$ cat src/hw/rtl/length_prefixed_stream_deframer_macros.svh
// Assertion macros shared by the deframer RTL.
`ifndef LENGTH_PREFIXED_STREAM_DEFRAMER_MACROS_SVH
`define LENGTH_PREFIXED_STREAM_DEFRAMER_MACROS_SVH

// Same-cycle implication, clocked on clk, off while rst_n is low.
`define LPSD_ASSERT_NOW(lbl, ante, cons) \
  lbl: assert property (@(posedge clk) disable iff (!rst_n) (ante) |-> (cons)) \
    else $error("deframer check failed");

// Next-cycle implication, clocked on clk, off while rst_n is low.
`define LPSD_ASSERT_NEXT(lbl, ante, cons) \
  lbl: assert property (@(posedge clk) disable iff (!rst_n) (ante) |=> (cons)) \
    else $error("deframer check failed");

`endif

$ cat src/hw/rtl/lpsd_pkg.sv
// Shared types and constants of the length-prefixed stream deframer.
`timescale 1ns / 1ps
`default_nettype none
package lpsd_pkg;

  localparam logic [31:0] HDR_BYTES     = 32'd4;
  localparam logic [1:0]  HDR_LAST_IDX  = 2'd3;
  localparam logic [7:0]  LINE_END      = 8'h0a;
  localparam logic [15:0] MAX_LEN_RESET = 16'd1024;

  localparam logic PHASE_HEADER  = 1'b0;
  localparam logic PHASE_PAYLOAD = 1'b1;

  localparam int unsigned CFG_IDX_W = 8;
  localparam logic [CFG_IDX_W-1:0] REG_BINARY_MODE = 8'd0;
  localparam logic [CFG_IDX_W-1:0] REG_MAX_LEN     = 8'd1;

  // Result kinds carried through the queue.
  localparam logic [1:0] KIND_DATA  = 2'd0;
  localparam logic [1:0] KIND_EMPTY = 2'd1;
  localparam logic [1:0] KIND_ERROR = 2'd2;

  typedef struct packed {
    logic [1:0] kind;
    logic [7:0] data;
    logic       last;
  } entry_t;

  typedef struct packed {
    logic                 valid;
    logic [CFG_IDX_W-1:0] index;
    logic [15:0]          data;
  } cfg_wr_t;

endpackage
`default_nettype wire

$ cat src/hw/rtl/lpsd_front.sv
// Front end: configuration registers and byte classification into result entries.
`timescale 1ns / 1ps
`default_nettype none
module lpsd_front (
  input  wire                  clk,
  input  wire                  rst_n,
  input  wire                  in_accept,
  input  wire  [7:0]           in_byte,
  input  lpsd_pkg::cfg_wr_t    cfg,
  output logic                 res_valid,
  output lpsd_pkg::entry_t     res
);
  import lpsd_pkg::*;

  logic        mode_r,  mode_nxt;
  logic [15:0] max_r,   max_nxt;
  logic        phase_r, phase_nxt;
  logic [1:0]  cnt_r,   cnt_nxt;
  logic [23:0] acc_r,   acc_nxt;
  logic [15:0] left_r,  left_nxt;
  logic        err_r,   err_nxt;

  logic [31:0] acc_full;
  logic [15:0] left_dec;

  assign acc_full = {acc_r, in_byte};
  assign left_dec = left_r - 16'd1;

  always_comb begin
    mode_nxt  = mode_r;
    max_nxt   = max_r;
    phase_nxt = phase_r;
    cnt_nxt   = cnt_r;
    acc_nxt   = acc_r;
    left_nxt  = left_r;
    err_nxt   = err_r;
    res_valid = 1'b0;
    res       = '0;

    if (in_accept && !err_r) begin
      if (!mode_r) begin
        res_valid = 1'b1;
        res.kind  = KIND_DATA;
        res.data  = in_byte;
        res.last  = (in_byte == LINE_END);
      end else if (phase_r == PHASE_PAYLOAD) begin
        res_valid = 1'b1;
        res.kind  = KIND_DATA;
        res.data  = in_byte;
        res.last  = (left_dec == 16'd0);
        left_nxt  = left_dec;
        if (left_dec == 16'd0) begin
          phase_nxt = PHASE_HEADER;
        end
      end else begin
        cnt_nxt = cnt_r + 2'd1;
        if (cnt_r != HDR_LAST_IDX) begin
          acc_nxt = acc_full[23:0];
        end else begin
          acc_nxt = '0;
          if ((acc_full > {16'd0, max_r}) || (acc_full < HDR_BYTES)) begin
            err_nxt   = 1'b1;
            res_valid = 1'b1;
            res.kind  = KIND_ERROR;
          end else if (acc_full == HDR_BYTES) begin
            res_valid = 1'b1;
            res.kind  = KIND_EMPTY;
            res.last  = 1'b1;
          end else begin
            // Length fits in 16 bits here since it is at most max_r.
            left_nxt  = acc_full[15:0] - HDR_BYTES[15:0];
            phase_nxt = PHASE_PAYLOAD;
          end
        end
      end
    end

    if (cfg.valid) begin
      if (cfg.index == REG_BINARY_MODE) begin
        mode_nxt  = cfg.data[0];
        phase_nxt = PHASE_HEADER;
        cnt_nxt   = '0;
        acc_nxt   = '0;
        left_nxt  = '0;
      end else if (cfg.index == REG_MAX_LEN) begin
        max_nxt = cfg.data;
      end
    end
  end

  always_ff @(posedge clk) begin
    if (!rst_n) begin
      mode_r  <= 1'b1;
      max_r   <= MAX_LEN_RESET;
      phase_r <= PHASE_HEADER;
      cnt_r   <= '0;
      acc_r   <= '0;
      left_r  <= '0;
      err_r   <= 1'b0;
    end else begin
      mode_r  <= mode_nxt;
      max_r   <= max_nxt;
      phase_r <= phase_nxt;
      cnt_r   <= cnt_nxt;
      acc_r   <= acc_nxt;
      left_r  <= left_nxt;
      err_r   <= err_nxt;
    end
  end

`include "length_prefixed_stream_deframer_macros.svh"
  `LPSD_ASSERT_NEXT(a_err_sticky, err_r, err_r)
  `LPSD_ASSERT_NOW(a_no_result_after_err, err_r, !res_valid)
  `LPSD_ASSERT_NOW(a_payload_has_bytes, phase_r == PHASE_PAYLOAD, left_r != 16'd0)

endmodule
`default_nettype wire

$ cat src/hw/rtl/lpsd_back.sv
// Back end: result queue and expansion of queued entries into output fields.
`timescale 1ns / 1ps
`default_nettype none
module lpsd_back #(
  parameter int unsigned DEPTH = 4
) (
  input  wire               clk,
  input  wire               rst_n,
  input  wire               push,
  input  lpsd_pkg::entry_t  wr_entry,
  input  wire               pop,
  output logic              full,
  output logic              empty,
  output logic [7:0]        payload_byte,
  output logic              packet_end,
  output logic              empty_packet,
  output logic              frame_error
);
  import lpsd_pkg::*;

  localparam int unsigned AW = (DEPTH > 1) ? $clog2(DEPTH) : 1;
  localparam int unsigned CW = AW + 1;
  localparam logic [AW-1:0] LAST_PTR = AW'(DEPTH - 1);

  entry_t        mem_r [DEPTH];
  logic [AW-1:0] wptr_r, wptr_nxt;
  logic [AW-1:0] rptr_r, rptr_nxt;
  logic [CW-1:0] count_r, count_nxt;
  logic          pop_ok;
  entry_t        head;

  assign full   = (count_r == CW'(DEPTH));
  assign empty  = (count_r == '0);
  assign pop_ok = pop && !empty;

  // Wrap at the last entry so any depth works.
  assign wptr_nxt  = !push   ? wptr_r :
                     (wptr_r == LAST_PTR) ? '0 : wptr_r + AW'(1);
  assign rptr_nxt  = !pop_ok ? rptr_r :
                     (rptr_r == LAST_PTR) ? '0 : rptr_r + AW'(1);
  assign count_nxt = count_r + CW'(push) - CW'(pop_ok);

  always_ff @(posedge clk) begin
    if (!rst_n) begin
      wptr_r  <= '0;
      rptr_r  <= '0;
      count_r <= '0;
    end else begin
      wptr_r  <= wptr_nxt;
      rptr_r  <= rptr_nxt;
      count_r <= count_nxt;
    end
  end

  always_ff @(posedge clk) begin
    if (push) begin
      mem_r[wptr_r] <= wr_entry;
    end
  end

  assign head = mem_r[rptr_r];

  always_comb begin
    payload_byte = '0;
    packet_end   = 1'b0;
    empty_packet = 1'b0;
    frame_error  = 1'b0;
    case (head.kind)
      KIND_DATA: begin
        payload_byte = head.data;
        packet_end   = head.last;
      end
      KIND_EMPTY: begin
        packet_end   = 1'b1;
        empty_packet = 1'b1;
      end
      KIND_ERROR: begin
        frame_error  = 1'b1;
      end
      default: begin
        payload_byte = '0;
      end
    endcase
  end

`include "length_prefixed_stream_deframer_macros.svh"
  `LPSD_ASSERT_NOW(a_count_bound, 1'b1, count_r <= CW'(DEPTH))
  `LPSD_ASSERT_NEXT(a_count_up, push && !pop_ok, count_r == $past(count_r) + CW'(1))
  `LPSD_ASSERT_NEXT(a_count_down, pop_ok && !push, count_r == $past(count_r) - CW'(1))

endmodule
`default_nettype wire

$ cat src/hw/rtl/length_prefixed_stream_deframer.sv
// Top level of the length-prefixed stream deframer.
`timescale 1ns / 1ps
`default_nettype none
// Each result is registered into the queue at the clock edge that accepts its byte.
// Throughput: one byte per cycle, sustained while the consumer pops every cycle;
//   the framer holds all per-byte state, and a FIFO_DEPTH-entry queue decouples it.
// full rises only when FIFO_DEPTH results wait; empty falls in the cycle after a result is queued.
// Reset (rst_n low, synchronous) restores binary mode, max length 1024,
//   header phase, clears the sticky error and empties the queue.
module length_prefixed_stream_deframer #(
  parameter int unsigned FIFO_DEPTH = 4
) (
  input  wire         clk,
  input  wire         rst_n,
  // Byte input channel
  input  wire         push,
  output logic        full,
  input  wire  [7:0]  in_data_byte,
  // Result channel
  output logic        empty,
  input  wire         pop,
  output logic [7:0]  out_payload_byte,
  output logic        out_packet_end,
  output logic        out_empty_packet,
  output logic        out_frame_error,
  // Configuration write channel
  input  wire         cfg_valid,
  output logic        cfg_ready,
  input  wire  [7:0]  cfg_index,
  input  wire  [15:0] cfg_data
);
  import lpsd_pkg::*;

  logic    in_accept;
  logic    res_valid;
  entry_t  res;
  cfg_wr_t cfg;

  // Take a byte whenever the queue has room; a byte that gives no result
  // (header byte, or anything after a framing error) still transfers.
  assign in_accept = push && !full;

  // Register writes are always accepted.
  assign cfg_ready = 1'b1;
  assign cfg.valid = cfg_valid;
  assign cfg.index = cfg_index;
  assign cfg.data  = cfg_data;

  // Front: tracks header/payload phase, assembles the big-endian length,
  // counts payload bytes down and latches framing errors.
  lpsd_front u_front (
    .clk       (clk),
    .rst_n     (rst_n),
    .in_accept (in_accept),
    .in_byte   (in_data_byte),
    .cfg       (cfg),
    .res_valid (res_valid),
    .res       (res)
  );

  // Back: queue the classified results and expand them into output fields.
  lpsd_back #(
    .DEPTH (FIFO_DEPTH)
  ) u_back (
    .clk          (clk),
    .rst_n        (rst_n),
    .push         (res_valid),
    .wr_entry     (res),
    .pop          (pop),
    .full         (full),
    .empty        (empty),
    .payload_byte (out_payload_byte),
    .packet_end   (out_packet_end),
    .empty_packet (out_empty_packet),
    .frame_error  (out_frame_error)
  );

endmodule
`default_nettype wire

$ cat config.mk
export PLATFORM = sky130hd
export DESIGN_NAME = length_prefixed_stream_deframer
export DESIGN_NICKNAME = d
export VERILOG_FILES = /design/src/hw/rtl/lpsd_pkg.sv /design/src/hw/rtl/lpsd_front.sv /design/src/hw/rtl/lpsd_back.sv /design/src/hw/rtl/length_prefixed_stream_deframer.sv
export VERILOG_INCLUDE_DIRS = /design/src /design/src/hw/rtl
export SDC_FILE = /design/constraint.sdc
export NUM_CORES = 1
export LEC_CHECK = 0
export ABC_AREA = 0
export BUFFER_PORTS_ARGS = -buffer_cell sky130_fd_sc_hd__buf_2
export CAP_MARGIN = 20
export CORE_MARGIN = 1
export CORE_UTILIZATION = 60
export CTS_CLUSTER_DIAMETER = 60
export DETAILED_ROUTE_END_ITERATION = 10
export HOLD_SLACK_MARGIN = 0.12
export MAX_ROUTING_LAYER = met4
export PLACE_DENSITY = 0.91
export RECOVER_POWER = 25
export SYNTH_ARGS = -nofsm -noshare
export SYNTH_HDL_FRONTEND = slang
export SYNTH_SLANG_ARGS = --single-unit
$ cat constraint.sdc
create_clock -name clk -period 5.9 [get_ports clk]
set_clock_uncertainty 0.2 [all_clocks]
set_input_delay 0.885 -clock clk [delete_from_list [all_inputs] [get_ports clk]]
set_output_delay 0.885 -clock clk [all_outputs]
set_load 0.02 [all_outputs]
==> flow_summary.json, run 1 <==
{
  "status": "finished clean",
  "worstSetupEndpoint": "u_back.count_r[2]$_SDFF_PN0_",
  "yosysMostFrequentCell": "dfxtp_1",
  "r2r_setup_slack_ns": 1.89,
  "grt-ovfl-total": 0,
  "clkTransAtPathRegs_ns": 0.06,
  "grt_max_degree": 42,
  "rows": 35,
  "via_per_inst": 6.10,
  "cts_tree": "built",
  "grtUsageTotal_pct": 29.5,
  "path_depth": 15,
  "cts_made_buffers": 17,
  "final-setup-viol-count": 0,
  "synth.yosys.warnings": 0,
  "ios": 51,
  "crit_arrival_ns": 4.23,
  "antenna_found_initial": 0,
  "clk_path_buf_depth": 2,
  "synth_edf_count": 44,
  "startpoint_type": "flop",
  "synth_area_um2": 5810,
  "min_path_type": "flop to flop",
  "netlist_top_cells_area": "dfxtp_1, edfxtp_1, ha_1",
  "slew_violations": 0,
  "crit_start": "u_front.acc_r[5]$_SDFF_PN0_",
  "critPathMaxFanout": 9,
  "max-cap-violations": 0,
  "fin_crit_ns": 4.01,
  "worst_path_max_delay_cell": "or4_1",
  "setup_slack_ns": 1.89,
  "relSlewSlack_pct": 13.3,
  "max_stage_delay_ns": 0.60,
  "fin_cells": 755,
  "grt_pass1_vias": 4556,
  "num_vias": 4606,
  "die_w_um": 100,
  "syn_inst": 569,
  "r2r-end": "u_back.count_r[2]$_SDFF_PN0_",
  "post_cts.repair.setup_buffers": 0,
  "root_buffer": "clkbuf_8",
  "min-delay-start": "u_front.acc_r[19]$_SDFF_PN0_",
  "fp.dieH_um": 100,
  "drt_iter0_markers": 356,
  "crit_chain": "ha_1 > nand4_1 > or4_1 > a21o_1 > a31oi_4 > o21a_1 > inv_1 > ha_1 > inv_1 > ha_1 > inv_1 > fa_1 > xnor2_1 > xnor2_1 > and2_1",
  "cts.sinks": 114,
  "dpl-instance-area_um2": 6130,
  "synth_seq_cells": 114,
  "cts_hold_buf": 0,
  "critPathKind": "flop to flop",
  "first_pass_iters": 5,
  "async_flop_share_pct": 0,
  "antenna_left": 0,
  "dieArea_um2": 10100,
  "leakage_nw": 2.68,
  "synth_top_area_share_pct": 24.1,
  "n_antenna_cell": 0,
  "htreeDepth": 4,
  "rsz0062_at_grt": "no",
  "regArea_um2": 2720,
  "dp_hpwl_um": 9030,
  "fin_area_um2": 6700,
  "drive_gt1_share_pct": 16.5,
  "nFillCells": 630,
  "start_util_pct": 62.3,
  "grt_pass1_wl_um": 22100,
  "syn_avg_cell_area_um2": 10.2,
  "drt_wl_total_um": 13600,
  "ys_types": 61,
  "place.gp.congestion": 0.895,
  "seq_area_frac_synth_pct": 46.9,
  "multi_input_area_um2": 2870,
  "r2r_cells": 15,
  "synth_top_flop_cell": "dfxtp_1",
  "tightest_slew_ns": 1.30,
  "synth_nets": 636,
  "cp.required_ns": 6.12,
  "r2r-start": "u_front.acc_r[5]$_SDFF_PN0_",
  "powerDensity_nw_per_um2": 343,
  "pre_cts_slack_ns": 1.42,
  "dpl.cell_count": 723,
  "coreArea_um2": 9330,
  "path_buf_inv": 3,
  "nNetsFinal": 680,
  "worst_skew_pair.late_latency_ns": 0.52,
  "ctsResizeCount": 0,
  "critPathTopFamily": "adder cells",
  "drcViolationCount": 0,
  "synth_top_area_cell": "dfxtp_1",
  "synth_top_cells_by_count": "dfxtp_1, nand2_1, edfxtp_1",
  "syn_to_final_growth_pct": 15.3,
  "max_freq_mhz": 250,
  "endpoint_kind": "flop",
  "port_buffers": 49,
  "finalHoldViolations": 0,
  "wire_per_inst_um": 18.0,
  "tns_ns": 0,
  "ir_drop_v": 0.000239,
  "period_share_pct": 67.9
}
-- per-stage QoR --
| stage | util (%) | hold slack (ns) | total power, mW |
|---|---|---|---|
| 2_1_floorplan | - | 0.232 | 1.22 |
| 3_3_place_gp | 65.7 | 0.239 | 1.30 |
| 3_5_place_dp | 65.7 | 0.252 | 1.32 |
| 4_1_cts | 71.9 | 0.264 | 2.30 |
| 5_1_grt | 71.8 | 0.280 | 2.39 |
| 6_report | 71.8 | 0.266 | 2.30 |
-- worst min path at each step --
stage | to | depth (start not counted)
2_1_floorplan | u_front.acc_r[20]$_SDFF_PN0_ | 2
3_3_place_gp | u_front.acc_r[22]$_SDFF_PN0_ | 2
3_5_place_dp | u_front.acc_r[21]$_SDFF_PN0_ | 2
4_1_cts | u_front.acc_r[19]$_SDFF_PN0_ | 2
5_1_grt | u_front.acc_r[23]$_SDFF_PN0_ | 2
6_report | u_front.acc_r[19]$_SDFF_PN0_ | 2
-- layout make-up --
class | instances | area share (%)
Clock inverter | 14 | 2.32
Sequential cell | 114 | 40.7
Inverter | 30 | 1.68
Tap cell | 129 | 2.41
Timing Repair Buffer | 52 | 3.92
Clock buffer | 18 | 6.24
Multi-Input combinational cell | 398 | 42.8
-- metal layers --
layer	vias to the layer above	global-route usage (%)	part of all wire [%]
met3	35	7.45	7.3
met5	-	-	0
met1	2218	35.9	42
met2	216	47.6	49
met4	0	10.9	2.3
li1	2137	-	-
-- kinds of logic (layout without fill, tap and decap cells) --
group	Yosys count	after routing	synth area share, %
buffers and inverters	57	114	3.90
and+or+nand+nor	223	223	21.2
other	1	1	0.0645
DFF	114	114	46.9
xor gates and xnor gates	16	16	2.41
adders and majority gates	30	30	6.59
muxes	33	33	8.16
AOI/OAI and AO/OA	95	95	10.9
-- tightest hold or removal path: stages, from the launching register on --
cell	delay, ns
dfxtp_1	0.31
nand2_1	0.06
a21oi_1	0.05
-- state kept, by name, summed over array words and instances (netlist names), named ones only --
signal,flops
u_back.wptr_r,2
u_front.acc_r,24
u_front.cnt_r,2
u_back.mem_r,44
u_front.left_r,16
u_front.err_r,1
u_back.rptr_r,2
u_front.mode_r,1
u_front.max_r,16
u_back.count_r,3
u_front.phase_r,1
-- report_power, final --
group          internal, mW  switching, mW
Combinational         0.169          0.236
Sequential            0.851         0.0583
Clock                 0.605          0.379
Total                  1.63          0.674
-- layout by cell type (no fill, tap or decap), types with 3 or more instances in the layout --
master     netlist  final
or3_1            3      3
nand3b_1        22     22
inv_6            0      3
mux2i_1         20     20
o221a_1          6      6
xnor2_1         10     10
nor4_1          11     11
inv_1           30     30
nand3_1         19     19
nand4_1          5      5
clkbuf_16        0     16
a221oi_1         4      4
a21oi_1         41     41
nand2b_1         4      4
and3_1           3      3
and2_1          15      6
nor3_1          20     20
o21ai_0         18     18
and2_0           0      9
clkbuf_1        23      3
clkinv_4         0      6
nand2_1         46     46
xor2_1           6      6
ha_1            29     29
o21a_1           7      7
nor2_1          26     26
a31oi_1          3      3
edfxtp_1        44     44
nor2b_1         33     33
or4_1            5      5
buf_2            1     48
dfxtp_1         70     70
mux4_2          11     11
Power figures use the tool's default switching activity.
==> run 2, diff against run 1 <==
Settings changed: CORE_UTILIZATION 60 to 54, PLACE_DENSITY 0.91 to 0.87.
Clock period 5.9 ns to 3.3 ns, I/O delays scaled along.
==> flow_summary.json, run 2 (synthesized netlist as in run 1, its figures left out) <==
{
  "r2r-end": "u_back.count_r[2]$_SDFF_PN0_",
  "root_buffer": "clkbuf_8",
  "fin_cells": 819,
  "final-setup-viol-count": 1,
  "cp.required_ns": 3.52,
  "grt_pass1_wl_um": 23800,
  "worst_skew_pair.late_latency_ns": 0.53,
  "final_common_cell": "dfxtp_1",
  "crit_arrival_ns": 3.60,
  "final_cell_mix": "dfxtp_1, buf_2, nand2_1, edfxtp_1, buf_4",
  "num_vias": 4800,
  "ir_drop_v": 0.000358,
  "start_util_pct": 56.0,
  "clkTransAtPathRegs_ns": 0.06,
  "min_path_type": "primary input to flop",
  "die_w_um": 106,
  "finalHoldViolations": 0,
  "violations": "negative setup slack",
  "max-cap-violations": 0,
  "wire_per_inst_um": 18.2,
  "top_regs": "u_back.mem_r x44, u_front.acc_r x24",
  "rsz0062_at_grt": "yes",
  "drive_gt1_share_pct": 25.6,
  "r2r_cells": 16,
  "worst_path_max_delay_cell": "or4_4",
  "via_per_inst": 5.86,
  "drcViolationCount": 0,
  "cts.sinks": 114,
  "dp_hpwl_um": 9580,
  "path_buf_inv": 4,
  "coreArea_um2": 10400,
  "critPathTopFamily": "adder cells",
  "first_pass_iters": 5,
  "endpoint_kind": "flop",
  "top_register": "u_back.mem_r",
  "max_freq_mhz": 296,
  "nNetsFinal": 737,
  "dpl-instance-area_um2": 6450,
  "critPathKind": "flop to flop",
  "fin_area_um2": 7290,
  "drt_iter0_markers": 460,
  "crit_top_cell": "inv_2",
  "grt_pass1_vias": 4963,
  "min-delay-start": "rst_n",
  "crit_chain": "inv_2 > ha_4 > nand4_1 > or4_4 > a21o_1 > a31oi_4 > o21a_1 > inv_2 > ha_4 > inv_2 > ha_4 > inv_2 > fa_2 > xnor2_2 > xnor2_1 > and2_1",
  "syn_to_final_growth_pct": 25.5,
  "drt_wl_total_um": 14900,
  "cts_tree": "built",
  "utilization_pct": 70.3,
  "powerDensity_nw_per_um2": 586,
  "critPathMaxFanout": 2,
  "antenna_found_initial": 0,
  "largest_reg_flops": 44,
  "grt_max_degree": 42,
  "place.gp.congestion": 0.865,
  "port_buffers": 49,
  "dieArea_um2": 11200,
  "path_depth": 16,
  "fin_crit_ns": 3.38,
  "relSlewSlack_pct": 25.9,
  "dpl.cell_count": 770,
  "fp.dieH_um": 106,
  "leakage_nw": 2.96,
  "slew_violations": 0,
  "antenna_left": 0,
  "period_share_pct": 102,
  "rows": 37,
  "nFillCells": 722,
  "n_antenna_cell": 0,
  "crit_start": "u_front.max_r[9]$_SDFFE_PN0P_",
  "worstSetupEndpoint": "u_back.count_r[2]$_SDFF_PN0_",
  "status": "complete, but fails checks",
  "grtUsageTotal_pct": 28.6,
  "grt-ovfl-total": 0,
  "htreeDepth": 4,
  "clk_path_buf_depth": 2,
  "ios": 51,
  "tightest_slew_ns": 1.11,
  "r2r_setup_slack_ns": -0.08,
  "r2r-start": "u_front.max_r[9]$_SDFFE_PN0P_",
  "startpoint_type": "flop",
  "cts_made_buffers": 17,
  "max_stage_delay_ns": 0.55,
  "setup_slack_ns": -0.0781
}
## run 2: power breakdown
part           internal, mW  total, mW  leakage (nW)  switching (mW)
Sequential             1.52       1.60          1.06          0.0786
Combinational         0.419      0.932          1.64           0.513
Clock                  1.05       1.74         0.268           0.689
Total                  2.99       4.27          2.96            1.28
## run 2: worst reg2reg max path: stages (launching register included)
cell and delay, ns:
dfxtp_2 0.33, inv_2 0.05, ha_4 0.26, nand4_1 0.13, or4_4 0.55, a21o_1 0.20, a31oi_4 0.15, o21a_1 0.17
inv_2 0.05, ha_4 0.21, inv_2 0.06, ha_4 0.12, inv_2 0.04, fa_2 0.34, xnor2_2 0.15, xnor2_1 0.12
and2_1 0.16
## run 2: metrics by stage
step	setup slack (ns)	power (mW)	setup TNS (ns)	hold slack, ns
floorplan	-0.235	2.18	-0.291	0.232
global placement	-0.212	2.41	-0.237	0.240
detailed placement	-0.328	2.45	-0.437	0.250
CTS	-0.202	4.23	-0.205	0.135
global route	-0.221	4.43	-0.232	0.196
finish	-0.0781	4.27	-0.0781	0.164
## run 2: layout make-up
cell class	count	area (um^2)	share of cell area, %
Clock buffer	19	442	6.06
Clock inverter	13	126	1.73
Inverter	30	113	1.54
Multi-Input combinational cell	398	2970	40.8
Sequential cell	114	2730	37.5
Tap cell	136	170	2.33
Timing Repair Buffer	109	732	10.0
## run 2: worst min path at each step
stage,end,depth (start not counted)
after floorplan,u_front.acc_r[20]$_SDFF_PN0_,2
after global placement,u_front.acc_r[20]$_SDFF_PN0_,2
after detailed placement,u_front.acc_r[22]$_SDFF_PN0_,2
after CTS,u_front.mode_r$_SDFFE_PN1P_,3
after global routing,u_front.mode_r$_SDFFE_PN1P_,3
final,u_front.max_r[10]$_SDFFE_PN1P_,2
## run 2: per-layer routing
metal / share of wire (%) / global-route usage (%) / vias to the layer above
li1: - / - / 2262
met1: 40 / 31.4 / 2293
met2: 51 / 49.0 / 208
met3: 6.0 / 7.17 / 37
met4: 2.3 / 12.5 / 0
met5: 0 / - / -
## run 2: what timing repair did
item	in CTS	in global routing
setup endpoints to repair	2	2
endpoints found under the hold margin	17	0
hold buffers	16	0
pin swaps	12	7
gates cloned	0	0
gates resized for setup	17	9
setup buffers	1	0
==> run 3, diff against run 2 <==
Settings changed: CORE_UTILIZATION 54 to 60, PLACE_DENSITY 0.87 to 0.8.
Clock period 3.3 ns to 3.4 ns, I/O delays scaled along.
==> flow_summary.json, run 3 (synthesized netlist as in run 1, its figures left out) <==
{
  "crit_arrival_ns": 3.71,
  "max-cap-violations": 0,
  "max_stage_delay_ns": 0.59,
  "leakage_nw": 2.96,
  "num_vias": 4948,
  "rsz0062_at_grt": "yes",
  "tightest_slew_ns": 1.21,
  "antenna_found_initial": 0,
  "wire_per_inst_um": 18.8,
  "largest_reg_flops": 44,
  "fin_crit_ns": 3.48,
  "ios": 51,
  "grt_pass1_vias": 4655,
  "startpoint_type": "flop",
  "cts_tree": "built",
  "final-setup-viol-count": 1,
  "route.layer.met1.wl_um": 6070,
  "drive_gt1_share_pct": 24.8,
  "antenna_left": 0,
  "r2r-start": "u_front.max_r[15]$_SDFFE_PN0P_",
  "status": "complete, but fails checks",
  "ir_drop_v": 0.000393,
  "root_buffer": "clkbuf_8",
  "finalPower_mw": 4.39,
  "utilization_pct": 78.3,
  "critPathTopFamily": "adder cells",
  "worst_skew_pair.late_latency_ns": 0.53,
  "nNetsFinal": 728,
  "routed.top_layer": "met4",
  "start_util_pct": 62.3,
  "p_sw_share_pct": 29.6,
  "powerDensity_nw_per_um2": 601,
  "path_buf_inv": 4,
  "power_frac_seq_pct": 35.5,
  "first_pass_iters": 5,
  "dieArea_um2": 10100,
  "p_clk_share_pct": 43.9,
  "grtUsageTotal_pct": 31.2,
  "period_share_pct": 102,
  "fin_cells": 803,
  "top_regs": "u_back.mem_r x44, u_front.acc_r x24",
  "port_buffers": 49,
  "p_comb_share_pct": 20.6,
  "intPower_mw": 3.09,
  "r2r-end": "u_back.count_r[2]$_SDFF_PN0_",
  "tns_ns": -0.0832,
  "final_common_cell": "dfxtp_1",
  "htreeDepth": 4,
  "finalHoldViolations": 0,
  "die_w_um": 100,
  "crit_start": "u_front.max_r[15]$_SDFFE_PN0P_",
  "fp.dieH_um": 100,
  "grt_pass1_wl_um": 23100,
  "nFillCells": 544,
  "top_register": "u_back.mem_r",
  "relSlewSlack_pct": 19.6,
  "cp.required_ns": 3.63,
  "critPathMaxFanout": 2,
  "place.gp.congestion": 0.850,
  "path_depth": 16,
  "setup_slack_ns": -0.0832,
  "clk_path_buf_depth": 2,
  "violations": "negative setup slack",
  "p_sw_mw": 1.30,
  "coreArea_um2": 9330,
  "slew_violations": 0,
  "final_cell_mix": "dfxtp_1, buf_2, nand2_1, edfxtp_1, a21oi_1",
  "clkTransAtPathRegs_ns": 0.06,
  "endpoint_kind": "flop",
  "met3_length_um": 1150,
  "via_per_inst": 6.16,
  "cts_made_buffers": 17,
  "grt_max_degree": 42,
  "cts.sinks": 114,
  "min_path_type": "primary input to flop",
  "drcViolationCount": 0,
  "worstSetupEndpoint": "u_back.count_r[2]$_SDFF_PN0_",
  "n_antenna_cell": 0,
  "rows": 35,
  "min-delay-start": "rst_n",
  "hold_slack_ns": 0.178,
  "dpl.cell_count": 751,
  "crit_chain": "inv_1 > ha_1 > nand4_1 > or4_4 > a21o_1 > a31oi_4 > o21a_1 > inv_2 > ha_4 > inv_4 > ha_4 > inv_2 > fa_2 > xnor2_2 > xnor2_1 > and2_1",
  "worst_path_max_delay_cell": "or4_4",
  "syn_to_final_growth_pct": 25.7,
  "dp_hpwl_um": 9220,
  "drt_wl_total_um": 15100,
  "drt_iter0_markers": 416,
  "max_freq_mhz": 287,
  "grt-ovfl-total": 0,
  "r2r_cells": 16,
  "wl_met2_um": 7580,
  "r2r_setup_slack_ns": -0.08,
  "critPathKind": "flop to flop"
}
[run 3: cell type report]
cell class              count  area (um^2)  area share, %
clock inverters            15          220           3.02
repair buffers            100          663           9.08
well taps                 129          161           2.21
multi-input cells         398         3000           41.0
flip-flops and latches    114         2730           37.4
clock buffers              17          414           5.67
inverters                  30          115           1.58
[run 3: power by group through the flow]
stage / clock, mW / combinational [mW] / sequential, mW
finish: 1.93 / 0.903 / 1.56
global route: 1.98 / 0.975 / 1.57
CTS: 1.92 / 0.849 / 1.54
detailed placement: 0 / 0.801 / 1.57
global placement: 0 / 0.773 / 1.56
floorplan: 0 / 0.560 / 1.56
[run 3: worst min-delay path by stage]
stage | slack, ns | to | cells past startpoint
after floorplan | 0.23 | u_front.acc_r[20]$_SDFF_PN0_ | 2
after global placement | 0.24 | u_front.acc_r[20]$_SDFF_PN0_ | 2
after detailed placement | 0.25 | u_front.acc_r[16]$_SDFF_PN0_ | 2
after CTS | 0.18 | u_front.max_r[10]$_SDFFE_PN1P_ | 2
after global routing | 0.20 | u_front.max_r[10]$_SDFFE_PN1P_ | 2
final | 0.18 | u_front.max_r[10]$_SDFFE_PN1P_ | 2
[run 3: routing by layer]
layer	vias up	track usage [%]
li1	2242	-
met1	2414	37.7
met2	251	51.6
met3	41	7.17
met4	0	10.5
met5	-	-
[run 3: through the flow]
| stage | setup slack (ns) | cell area, um^2 |
|---|---|---|
| floorplan | -0.176 | 5810 |
| global route | -0.178 | 7300 |
| CTS | -0.0800 | 7170 |
| finish | -0.0832 | 7300 |
| global placement | -0.135 | 6340 |
| detailed placement | -0.224 | 6340 |
[run 3: timing repair]
item,in CTS,in global routing
gates cloned,0,0
pin swaps,4,11
buffers inserted,2,2
hold endpoints to repair,17,0
resized for setup,7,24
setup endpoints to repair,1,2
hold buffers,16,0
